==> src/rtl/vmie_ram.sv <==
// Generic single-write, single-read RAM with registered read data.
// No dependencies; a read of the address written in the same cycle returns old data.
`timescale 1ns / 1ps

module vmie_ram #(
  parameter int WIDTH = 1,
  parameter int DEPTH = 256
) (
  input  logic                     clk,
  input  logic                     we,
  input  logic [$clog2(DEPTH)-1:0] waddr,
  input  logic [WIDTH-1:0]         wdata,
  input  logic [$clog2(DEPTH)-1:0] raddr,
  output logic [WIDTH-1:0]         rdata
);

  logic [WIDTH-1:0] mem [DEPTH];

  always_ff @(posedge clk) begin
    if (we) begin
      mem[waddr] <= wdata;
    end
    rdata <= mem[raddr];
  end

endmodule

==> config.mk <==
export PLATFORM = sky130hd
export DESIGN_NAME = vmie_ram
export DESIGN_NICKNAME = d
export VERILOG_FILES = /design/src/rtl/vmie_ram.sv
export SDC_FILE = /design/constraint.sdc
export NUM_CORES = 1
export LEC_CHECK = 0
export BUFFER_PORTS_ARGS = -buffer_cell sky130_fd_sc_hd__buf_2
export CAP_MARGIN = 10
export CORE_ASPECT_RATIO = 1.4
export CORE_MARGIN = 2
export CORE_UTILIZATION = 27
export DETAILED_ROUTE_END_ITERATION = 7
export HOLD_SLACK_MARGIN = 0.15
export PLACE_DENSITY = 0.47
export SETUP_SLACK_MARGIN = 0.2
export SYNTH_ARGS = -nofsm -noshare
export SYNTH_HDL_FRONTEND = slang
export SYNTH_SLANG_ARGS = --single-unit
==> constraint.sdc <==
create_clock -name clk -period 2.9 [get_ports clk]
set_input_delay 0.87 -clock clk [delete_from_list [all_inputs] [get_ports clk]]
set_output_delay 0.87 -clock clk [all_outputs]
set_load 0.1 [all_outputs]
==> results.md, run 1 <==
* Outcome: finished, final reports clean
* Clock transition at path regs at 70 ps
* Sequential area share after synthesis at between 60% and 70%
* Cell area after synthesis at 11,130 µm²
* Die width at 175.6 µm
* Vias at 6,651
* Worst-Skew Late Latency at 520 ps
* GRT Total Usage at 13.59%
* # nets final at ~860
* Most common cell after layout, fill and taps aside: nor2_1
* Cell internal pwr at slightly above 0.006 W
* Crit path required time at 3300 ps
* Core Area at 40,960 µm²
* Worst IR Drop VDD at around 430 µV
* Post-Syn Nets at 807
* Crit end category: flop
* Async set-reset flop share out of synthesis at 0%
* Area added between synthesis and finish at 16.73%
* Vias in the first global route at 6,928
* Vias per Instance at between 4 and 5
* Total grt overflow at 0
* CTS Hold Bufs at 0
* Clock buffer depth at 3
* P_leak at approximately 4 nW
* Layout cell share with drive strength beyond 1 at between 10% and 20%
* 1st-pass router iterations at 5
* DP Wirelength at 18,180 µm
* Clock power share at 40.5%
* CTS Buf Count at 24
* Switch share at between 20 and 25%
* Root Driver: clkbuf_16
* Final setup viols at 0
* R2r startpoint: mem[223]$_DFFE_PP_
* Final min period at roughly 2500 ps
* Num rows at 88
* Placed instance area at between 10,000 and 15,000 µm²
* Final WL at just under 30,000 µm
* PD cells at 591.7 nW/µm²
* Yosys warnings at 0
* H-tree levels at 1
* Initial antenna violation count at 0
* CP Launch Type: input pin
* Post-Syn Instances at 788
* Count of cell types in the netlist at 35
* CP max FO at 12
* Logic gate share of total power at 6.2%
* Design area at around 13,000 µm²
* Psw at 0.001655 W
* Most frequent cells in the layout: 268 x nor2_1, 256 x edfxtp_1, 59 x buf_4, 51 x mux2i_1, 42 x mux4_2
* Die H at around 240 µm
* Crit Path Class: in2reg
* Port bufs at 19
* Mean Syn Cell Area at between 10 and 15 µm²
* Hold Crit Start: raddr[7]
* Crit path from: raddr[0]
* Top Ports at 20
* Inserted Diodes at 0
* Clock sinks at around 260
* Hold Violations, Final at 0
* Sequential share of power at 53.3%
* Gp weighted congestion at approximately 0.74
* Initial DRC Count at roughly 540
* Max frequency at 398.6 MHz
* Drt drc at 0
* Area contributors post-synth: edfxtp_1 69%, nor2_1 9.0%, mux4_2 8.5%, mux2i_1 4.6%, clkbuf_1 1.3%
* Max-Slew Margin vs Limit at between 50% and 60%
* RSZ-0062 raised after global routing: false
* WL per Instance at about 20 µm
* Period utilization at between 80% and 90%
* Main synth FF type: edfxtp_1
* Starting density of the core at 27.17%
* Worst hold path type: in2reg
* Worst-Margin Slew at slightly below 700 ps
* Pin count of the biggest net entering global routing at 66
* Synth Register Bits at 257
* Overall Power at just under 0.008 W
* Worst Skew at 14.09 ps
* DIE AREA at around 43,000 µm²
* Max-slew violations at 0
* Area leader, netlist: edfxtp_1
* CTS tree: built
* Post-synth EDFFs at 256
* Max-cap violation count at 0
* Area fraction of the dominant cell type after synthesis at 69.08%
* Detail Route Antenna Nets at 0
* First-pass GRT wire length at 43,390 µm
* Crit path DAT at 2910 ps
worst max-delay path, cell delays in order:
cell and delay (ps):
buf_4 220, buf_4 270, mux4_2 510, or4_1 400, o2111ai_1 90, o22ai_1 150
a21oi_1 280, a22oi_1 100
logic make-up after synthesis:
family          Yosys count  share of synthesized area, %
compound gates           50                         3.115
buf+inv                  57                         2.496
flops                   257                         69.26
mux                      94                         13.19
simple gates            330                         11.94
power by group through the flow:
stage / Clock [W] / Sequential [W] / Combinational [W]
2_1_floorplan: 0 / 0.00419 / 0.000243
3_3_place_gp: 0 / 0.00417 / 0.000486
3_5_place_dp: 0 / 0.00417 / 0.000490
4_1_cts: 0.00321 / 0.00409 / 0.000491
5_1_grt: 0.00331 / 0.00409 / 0.000519
6_report: 0.00311 / 0.00409 / 0.000480
per-layer routing:
metal  global-route usage, %  routed length, µm
met1                   16.45              11630
met5                       0                  0
met3                   1.710               1282
met2                   24.46              14990
met4                   5.299                899
state kept, by name (all words and copies together) (netlist names):
register,cells
mem,256
rdata,1
Yosys cell counts (2+ instances only):
cell / count
nor2_1: 268
buf_6: 5
a2111oi_0: 2
o22ai_1: 23
a21oi_1: 2
a31oi_1: 3
mux2i_1: 51
nand3_1: 12
buf_4: 5
buf_2: 6
nor3_1: 3
edfxtp_1: 256
a22oi_1: 8
nand2_1: 23
mux4_2: 42
o21ai_0: 2
a311oi_1: 2
a22o_1: 6
nand3b_1: 3
nor2b_1: 9
nor4_1: 5
clkbuf_1: 39
per-stage QoR:
step | setup WS, ps | cells | util (%) | hold WS [ps] | setup TNS (ps)
finish | 391.3 | 1400 | 31.71 | 724.7 | 0
global route | 221.6 | 1400 | 31.71 | 710.9 | 0
CTS | 382.9 | 1400 | 31.71 | 690.6 | 0
detailed placement | -192.5 | 1356 | 29.84 | 912.5 | -192.5
global placement | -210.2 | 1356 | 29.84 | 944.9 | -210.2
floorplan | 255.2 | 788 | - | 805.8 | 0
area by class of cell:
cell class | instances | area (µm²)
repair buffers | 84 | 694.4
multi-input cells | 474 | 3144
well taps | 540 | 675.6
fillers | 4112 | 27970
clock buffers | 31 | 648.1
clock inverters | 13 | 116.4
inverters | 1 | 3.754
flip-flops and latches | 257 | 7707
worst paths after layout:
| check | end | cells after the start | slack, ps |
|---|---|---|---|
| worst max-delay path | rdata$_DFF_P_ | 8 | 390 |
| worst min-delay path | rdata$_DFF_P_ | 3 | 720 |
| worst max register to register | rdata$_DFF_P_ | 6 | 690 |
| worst min register to register | rdata$_DFF_P_ | 6 | 940 |
what timing repair did:
action	CTS	global route
resized for setup	0	1
setup endpoints to repair	0	1
setup buffers	0	0
(Power assumes the default switching activity.)
==> run 2: changes to the inputs <==
--- a/config.mk
+++ b/config.mk
@@ -11,9 +11,9 @@
 export CORE_MARGIN = 2
 export CORE_UTILIZATION = 27
 export DETAILED_ROUTE_END_ITERATION = 7
+export GPL_ROUTABILITY_DRIVEN = 0
 export HOLD_SLACK_MARGIN = 0.15
 export PLACE_DENSITY = 0.47
-export SETUP_SLACK_MARGIN = 0.2
 export SYNTH_ARGS = -nofsm -noshare
 export SYNTH_HDL_FRONTEND = slang
 export SYNTH_SLANG_ARGS = --single-unit
==> constraint.sdc (replaced) <==
create_clock -name clk -period 2.9 [get_ports clk]
set_input_delay 0.87 -clock clk [delete_from_list [all_inputs] [get_ports clk]]
set_output_delay 0.87 -clock clk [all_outputs]
set_load 0.01 [all_outputs]
==> run 2 against run 1 <==
Compared with the run above: critical endpoint unchanged; cell count unchanged; hold slack worse by 3.4 ps; via count up 0.11%; critical path depth up 2; maximum frequency down 0.62%; highest routed layer unchanged; count of clock-buffer cells in the layout unchanged; combinational power down 3%.
==> results.md, run 2 (synthesized netlist as in run 1, its figures left out) <==
* Vias per Instance at 4.756 (+0.11%)
* Total grt overflow at 0 (unchanged)
* Crit end category: flop
* Starting density of the core at 27.17% (unchanged)
* Crit path required time at 3350 ps (+50 ps)
* Area added between synthesis and finish at 16.72% (about the same)
* 1st-pass router iterations at 5 (unchanged)
* Post-CTS Setup Bufs at 0 (unchanged)
* Logic gate share of total power at 6.1% (about the same)
* Most common cell after layout, fill and taps aside: nor2_1
* Final WL at 28,820 µm (about the same)
* Clock transition at path regs at 70 ps (about the same)
* DR WL met3 at 1205 µm (-6.0%)
* Clock sinks at 257 (unchanged)
* RSZ-0062 raised after global routing: false
* Inserted Diodes at 0 (unchanged)
* Hold Violations, Final at 0 (unchanged)
* Wl on met1 at 11,720 µm (+0.77%)
* Detail Route Antenna Nets at 0 (unchanged)
* Layout Utilization at 31.71% (about the same)
* Crit path DAT at 2970 ps (+60 ps)
* Max-Slew Margin vs Limit at 55.10% (about the same)
* Worst Skew at 14.24 ps (+0.1455 ps)
* Reg2reg path depth at 6 (unchanged)
* Final min period at 2524 ps (+15.53 ps)
* P_leak at 4.001 nW (about the same)
* Cell internal pwr at 0.006032 W (about the same)
* DIE AREA at 42,880 µm² (unchanged)
* Outcome: finished, final reports clean
* CP Launch Type: input pin
* Hold Crit Start: raddr[7]
* Period utilization at 87.04% (+0.54 points)
* Max reg flops at 256 (unchanged)
* Die width at 175.6 µm (unchanged)
* Initial antenna violation count at 0 (unchanged)
* CTS Buf Count at 24 (unchanged)
* Resized cells post-CTS at 0 (unchanged)
* Port bufs at 19 (unchanged)
* Regs by FF count: mem: 256 flops, rdata: 1 flops
* CTS Hold Bufs at 0 (unchanged)
* PD cells at 590.7 nW/µm² (-0.17%)
* Core Area at 40,960 µm² (unchanged)
* Max frequency at 396.2 MHz (-0.62%)
* Max-slew violations at 0 (unchanged)
* Root Driver: clkbuf_16
* CP max FO at 12 (unchanged)
* Worst hold path type: in2reg
* Final setup viols at 0 (unchanged)
* Vias in the first global route at 6,928 (unchanged)
* CTS tree: built
* Layout cell share with drive strength beyond 1 at 18.84% (unchanged)
* Crit Path Class: in2reg
* Psw at 0.001641 W (-0.83%)
* WHS Path Cells at 3 (unchanged)
* Max-cap violation count at 0 (unchanged)
* Die H at 244.2 µm (unchanged)
* Vias at 6,658 (+0.11%)
* GRT Total Usage at 13.59% (unchanged)
* Num rows at 88 (unchanged)
* Switch share at 21.39% (-0.14 points)
* Fillers at 4,110 (-0.049%)
* Clock buffer depth at 3 (unchanged)
* Crit path from: raddr[0]
* Setup TNS at 0 ps (unchanged)
* Top Metal Used: met4
* Drt drc at 0 (unchanged)
* Met2 wire length at 15,000 µm (about the same)
* Clock power share at 40.6% (about the same)
* Worst-Skew Late Latency at 520 ps (about the same)
* R2r startpoint: mem[223]$_DFFE_PP_
* Top Ports at 20 (unchanged)
* # nets final at 861 (unchanged)
* Sequential share of power at 53.4% (about the same)
* Initial DRC Count at 550 (+2.0%)
* Most frequent cells in the layout: 268 x nor2_1, 256 x edfxtp_1, 59 x buf_4, 51 x mux2i_1, 42 x mux4_2
* Pin count of the biggest net entering global routing at 66 (unchanged)
* DP Wirelength at 18,180 µm (unchanged)
* First-pass GRT wire length at 43,390 µm (unchanged)
* H-tree levels at 1 (unchanged)
* Worst IR Drop VDD at 430.6 µV (about the same)
* WL per Instance at 20.59 µm (about the same)
* Worst-Margin Slew at 671.9 ps (-0.1026 ps)
* Top reg by flops: mem
-- run 2: cell counts in the layout (fill, tap and decap cells not counted) --
Identical to the previous run, type by type.
-- run 2: through the flow --
stage / total power [W] / setup WS, ps / instance area, µm² / hold WS (ps) / cells
after floorplan: 0.004419 / 255.2 / 11130 / 805.8 / 788
after global placement: 0.004647 / -210.2 / 12220 / 944.9 / 1356
after detailed placement: 0.004650 / -192.5 / 12220 / 912.5 / 1356
after CTS: 0.007780 / 382.9 / 12990 / 690.6 / 1400
after global routing: 0.007904 / 182.4 / 12990 / 710.9 / 1400
final: 0.007673 / 375.8 / 12990 / 721.3 / 1400
-- run 2: power groups by stage --
stage	sequential [W]	combinational (W)	clock, W
finish	0.00409	0.000466	0.00311
global route	0.00409	0.000504	0.00331
CTS	0.00409	0.000476	0.00321
detailed placement	0.00417	0.000476	0
global placement	0.00417	0.000472	0
floorplan	0.00418	0.000243	0
-- run 2: area by class of cell --
| class | instances | area [µm²] | share of cell area [%] |
|---|---|---|---|
| Inverter | 1 | 3.754 | 0.02890 |
| Multi-Input combinational cell | 474 | 3143 | 24.20 |
| Clock inverter | 13 | 116.4 | 0.8959 |
| Clock buffer | 31 | 648.1 | 4.990 |
| Timing Repair Buffer | 84 | 694.4 | 5.346 |
| Sequential cell | 257 | 7707 | 59.34 |
| Tap cell | 540 | 675.6 | 5.202 |
-- run 2: layer usage --
layer  track usage, %  up-vias
li1                 -     3021
met1            16.45     3442
met2            24.46      145
met3            1.710       50
met4            5.299        0
met5                0        -
-- run 2: worst paths after layout --
kind,to,slack [ps]
worst max-delay path,rdata$_DFF_P_,380
worst min-delay path,rdata$_DFF_P_,720
worst max register to register,rdata$_DFF_P_,690
worst min register to register,rdata$_DFF_P_,940
-- run 2: worst max-delay path, cell delays in order --
cell,delay [ps]
buf_4,220
buf_4,270
buf_4,170
nand3b_1,220
buf_4,260
o21ai_0,170
nor3_1,60
a2111oi_0,420
a311oi_1,110
a22oi_1,190
==> run 3: changes to the inputs <==
--- a/config.mk
+++ b/config.mk
@@ -7,13 +7,15 @@
 export LEC_CHECK = 0
 export BUFFER_PORTS_ARGS = -buffer_cell sky130_fd_sc_hd__buf_2
 export CAP_MARGIN = 10
+export CELL_PAD_IN_SITES_DETAIL_PLACEMENT = 0
+export CELL_PAD_IN_SITES_GLOBAL_PLACEMENT = 1
 export CORE_ASPECT_RATIO = 1.4
 export CORE_MARGIN = 2
 export CORE_UTILIZATION = 27
 export DETAILED_ROUTE_END_ITERATION = 7
 export GPL_ROUTABILITY_DRIVEN = 0
 export HOLD_SLACK_MARGIN = 0.15
-export PLACE_DENSITY = 0.47
+export PLACE_DENSITY = 0.52
 export SYNTH_ARGS = -nofsm -noshare
 export SYNTH_HDL_FRONTEND = slang
 export SYNTH_SLANG_ARGS = --single-unit
==> run 3 against run 2 <==
Compared with the run above: via count is 0.48% lower; design area up 1.2%; clock power is 13% higher; routed wire length up 5.2%; count of clock-buffer cells in the layout shrank 4; critical endpoint unchanged; highest routed layer is now met5.
==> results.md, run 3 (synthesized netlist as in run 1, its figures left out) <==
* Placed instance area at 12,250 µm² (+0.25%)
* Buf/Inv on CP at 3 (-1)
* Reg2reg path depth at 6 (unchanged)
* CTS tree: built
* Core Area at 40,960 µm² (unchanged)
* Period utilization at 83.87% (-3.2 points)
* Hold Crit Start: raddr[7]
* Initial DRC Count at 461 (-16%)
* Final worst slack at 467.8 ps (+92.02 ps)
* Crit-path cells: buf_4, buf_4, or3b_1, buf_4, o22ai_1, nor3_1, a2111oi_0, a311oi_1, a22oi_1
* P_leak at 4.073 nW (+1.8%)
* RSZ-0062 raised after global routing: false
* Worst IR Drop VDD at 383.7 µV (-11%)
* Crit Path Class: in2reg
* R2r startpoint: mem[223]$_DFFE_PP_
* Worst Skew at 19.49 ps (+5.252 ps)
* Clock transition at path regs at 60 ps (about the same)
* Max-slew violations at 0 (unchanged)
* Max-cap violation count at 0 (unchanged)
* Drt drc at 0 (unchanged)
* Max-Slew Margin vs Limit at 54.21% (-0.89 points)
* Most frequent cells in the layout: 268 x nor2_1, 256 x edfxtp_1, 63 x buf_4, 51 x mux2i_1, 42 x mux4_2
* Cell internal pwr at 0.006327 W (+4.9%)
* Design area at 13,150 µm² (+1.2%)
* Max frequency at 411.1 MHz (+3.8%)
* Starting density of the core at 27.17% (unchanged)
* Layout cell share with drive strength beyond 1 at 19.93% (+1.1 points)
* 1st-pass router iterations at 5 (unchanged)
* H-tree levels at 1 (unchanged)
* Crit path required time at 3370 ps (+20 ps)
* WHS Path Cells at 3 (unchanged)
* Regs by FF count: mem: 256 flops, rdata: 1 flops
* Crit path depth at 9 (-1)
* DIE AREA at 42,880 µm² (unchanged)
* Worst-Margin Slew at 685.2 ps (+13.35 ps)
* First-pass GRT wire length at 45,220 µm (+4.2%)
* Register cell area after layout at 7707 µm² (unchanged)
* Post-place setup slack at -124.8 ps (+67.74 ps)
* Die H at 244.2 µm (unchanged)
* Final WL at 30,310 µm (+5.2%)
* Overall Power at 0.008093 W (+5.5%)
* FF-to-FF End: rdata$_DFF_P_
* Post-CTS Setup Bufs at 0 (unchanged)
* Area added between synthesis and finish at 18.15%
* CTS Hold Bufs at 0 (unchanged)
* R2r setup slk at 790 ps (+100 ps)
* Final min period at 2432 ps (-92.02 ps)
* Clock sinks at 257 (unchanged)
* Setup TNS at 0 ps (unchanged)
* WL per Instance at 21.53 µm (+4.6%)
* CTS Buf Count at 26 (+8.3%)
* Vias in the first global route at 7,004 (+1.1%)
* Pin count of the biggest net entering global routing at 59 (-11%)
* CP dominant cell by count: buf_4
* Top Ports at 20 (unchanged)
* Initial antenna violation count at 2 (+2)
* CP max FO at 12 (unchanged)
* Worst hold path type: in2reg
* Psw at 0.001766 W (+7.6%)
* DP Wirelength at 19,160 µm (+5.4%)
* Final setup viols at 0 (unchanged)
* Port bufs at 19 (unchanged)
* Most common cell after layout, fill and taps aside: nor2_1
* Hold Violations, Final at 0 (unchanged)
* Sequential share of power at 50.6% (-2.8 points)
* Resized cells post-CTS at 0 (unchanged)
* Area of the multi-input gates at 3143 µm² (unchanged)
* Total grt overflow at 0 (unchanged)
* Fillers at 4,100 (-0.24%)
* Num rows at 88 (unchanged)
* Detail Route Antenna Nets at 0 (unchanged)
* Slowest stage cell on the critical path: or3b_1
* GRT Total Usage at 14.25% (+0.66 points)
* Switch share at 21.82% (+0.43 points)
* Family with the most delay on the worst path: compound AO/OA/AOI/OAI gates
* Die width at 175.6 µm (unchanged)
* Inserted Diodes at 0 (unchanged)
* Hold Path End: rdata$_DFF_P_
* Clock buffer depth at 3 (unchanged)
* Vias at 6,626 (-0.48%)
* Top reg by flops: mem
* # nets final at 867 (+0.70%)
* CP peak stage delay at 490 ps (+70 ps)
* Crit end category: flop
* Max reg flops at 256 (unchanged)
* Outcome: finished, final reports clean
* Root Driver: clkbuf_16
* Worst-Skew Late Latency at 540 ps (+20 ps)
* Vias per Instance at 4.706 (-1.0%)
* PD cells at 615.5 nW/µm² (+4.2%)
* Clock power share at 43.5% (+2.9 points)
* CP Launch Type: input pin
* Crit path DAT at 2900 ps (-70 ps)
* Logic gate share of total power at 5.9% (-0.2 points)
-- run 3: power by group through the flow --
stage	sequential [W]	clock (W)	combinational (W)
4_1_cts	0.00409	0.00360	0.000489
5_1_grt	0.00409	0.00372	0.000518
2_1_floorplan	0.00418	0	0.000243
3_3_place_gp	0.00418	0	0.000485
6_report	0.00409	0.00352	0.000477
3_5_place_dp	0.00417	0	0.000489
-- run 3: per-stage QoR --
stage / std cells / util, % / hold slack [ps]
after floorplan: 788 / - / 805.8
after global placement: 1360 / 29.92 / 905.7
after detailed placement: 1360 / 29.92 / 921.5
after CTS: 1408 / 32.10 / 717.1
after global routing: 1408 / 32.10 / 750.2
final: 1408 / 32.10 / 738.5
-- run 3: layer usage --
layer | vias up | routed length, µm | track usage [%]
li1 | 3034 | - | -
met1 | 3442 | 13000 | 18.12
met2 | 112 | 15700 | 25.39
met3 | 34 | 987 | 1.726
met4 | 4 | 596 | 4.035
met5 | - | 27 | 0
-- run 3: tightest hold or removal path: stages --
cell and delay, ps:
buf_2 130, a311oi_1 60, a22oi_1 170
-- run 3: layout make-up --
type	count	area share, %
Multi-Input combinational cell	474	23.91
Clock buffer	27	5.139
Timing Repair Buffer	88	5.510
Clock inverter	21	1.656
Sequential cell	257	58.62
Tap cell	540	5.139
Inverter	1	0.02855
-- run 3: worst max path at each step --
| stage | slack (ps) | end | startpoint |
|---|---|---|---|
| 3_3_place_gp | -170 | rdata$_DFF_P_ | raddr[1] |
| 4_1_cts | 450 | rdata$_DFF_P_ | raddr[1] |
| 3_5_place_dp | -120 | rdata$_DFF_P_ | raddr[1] |
| 5_1_grt | 360 | rdata$_DFF_P_ | raddr[0] |
| 2_1_floorplan | 260 | rdata$_DFF_P_ | raddr[0] |
| 6_report | 470 | rdata$_DFF_P_ | raddr[0] |
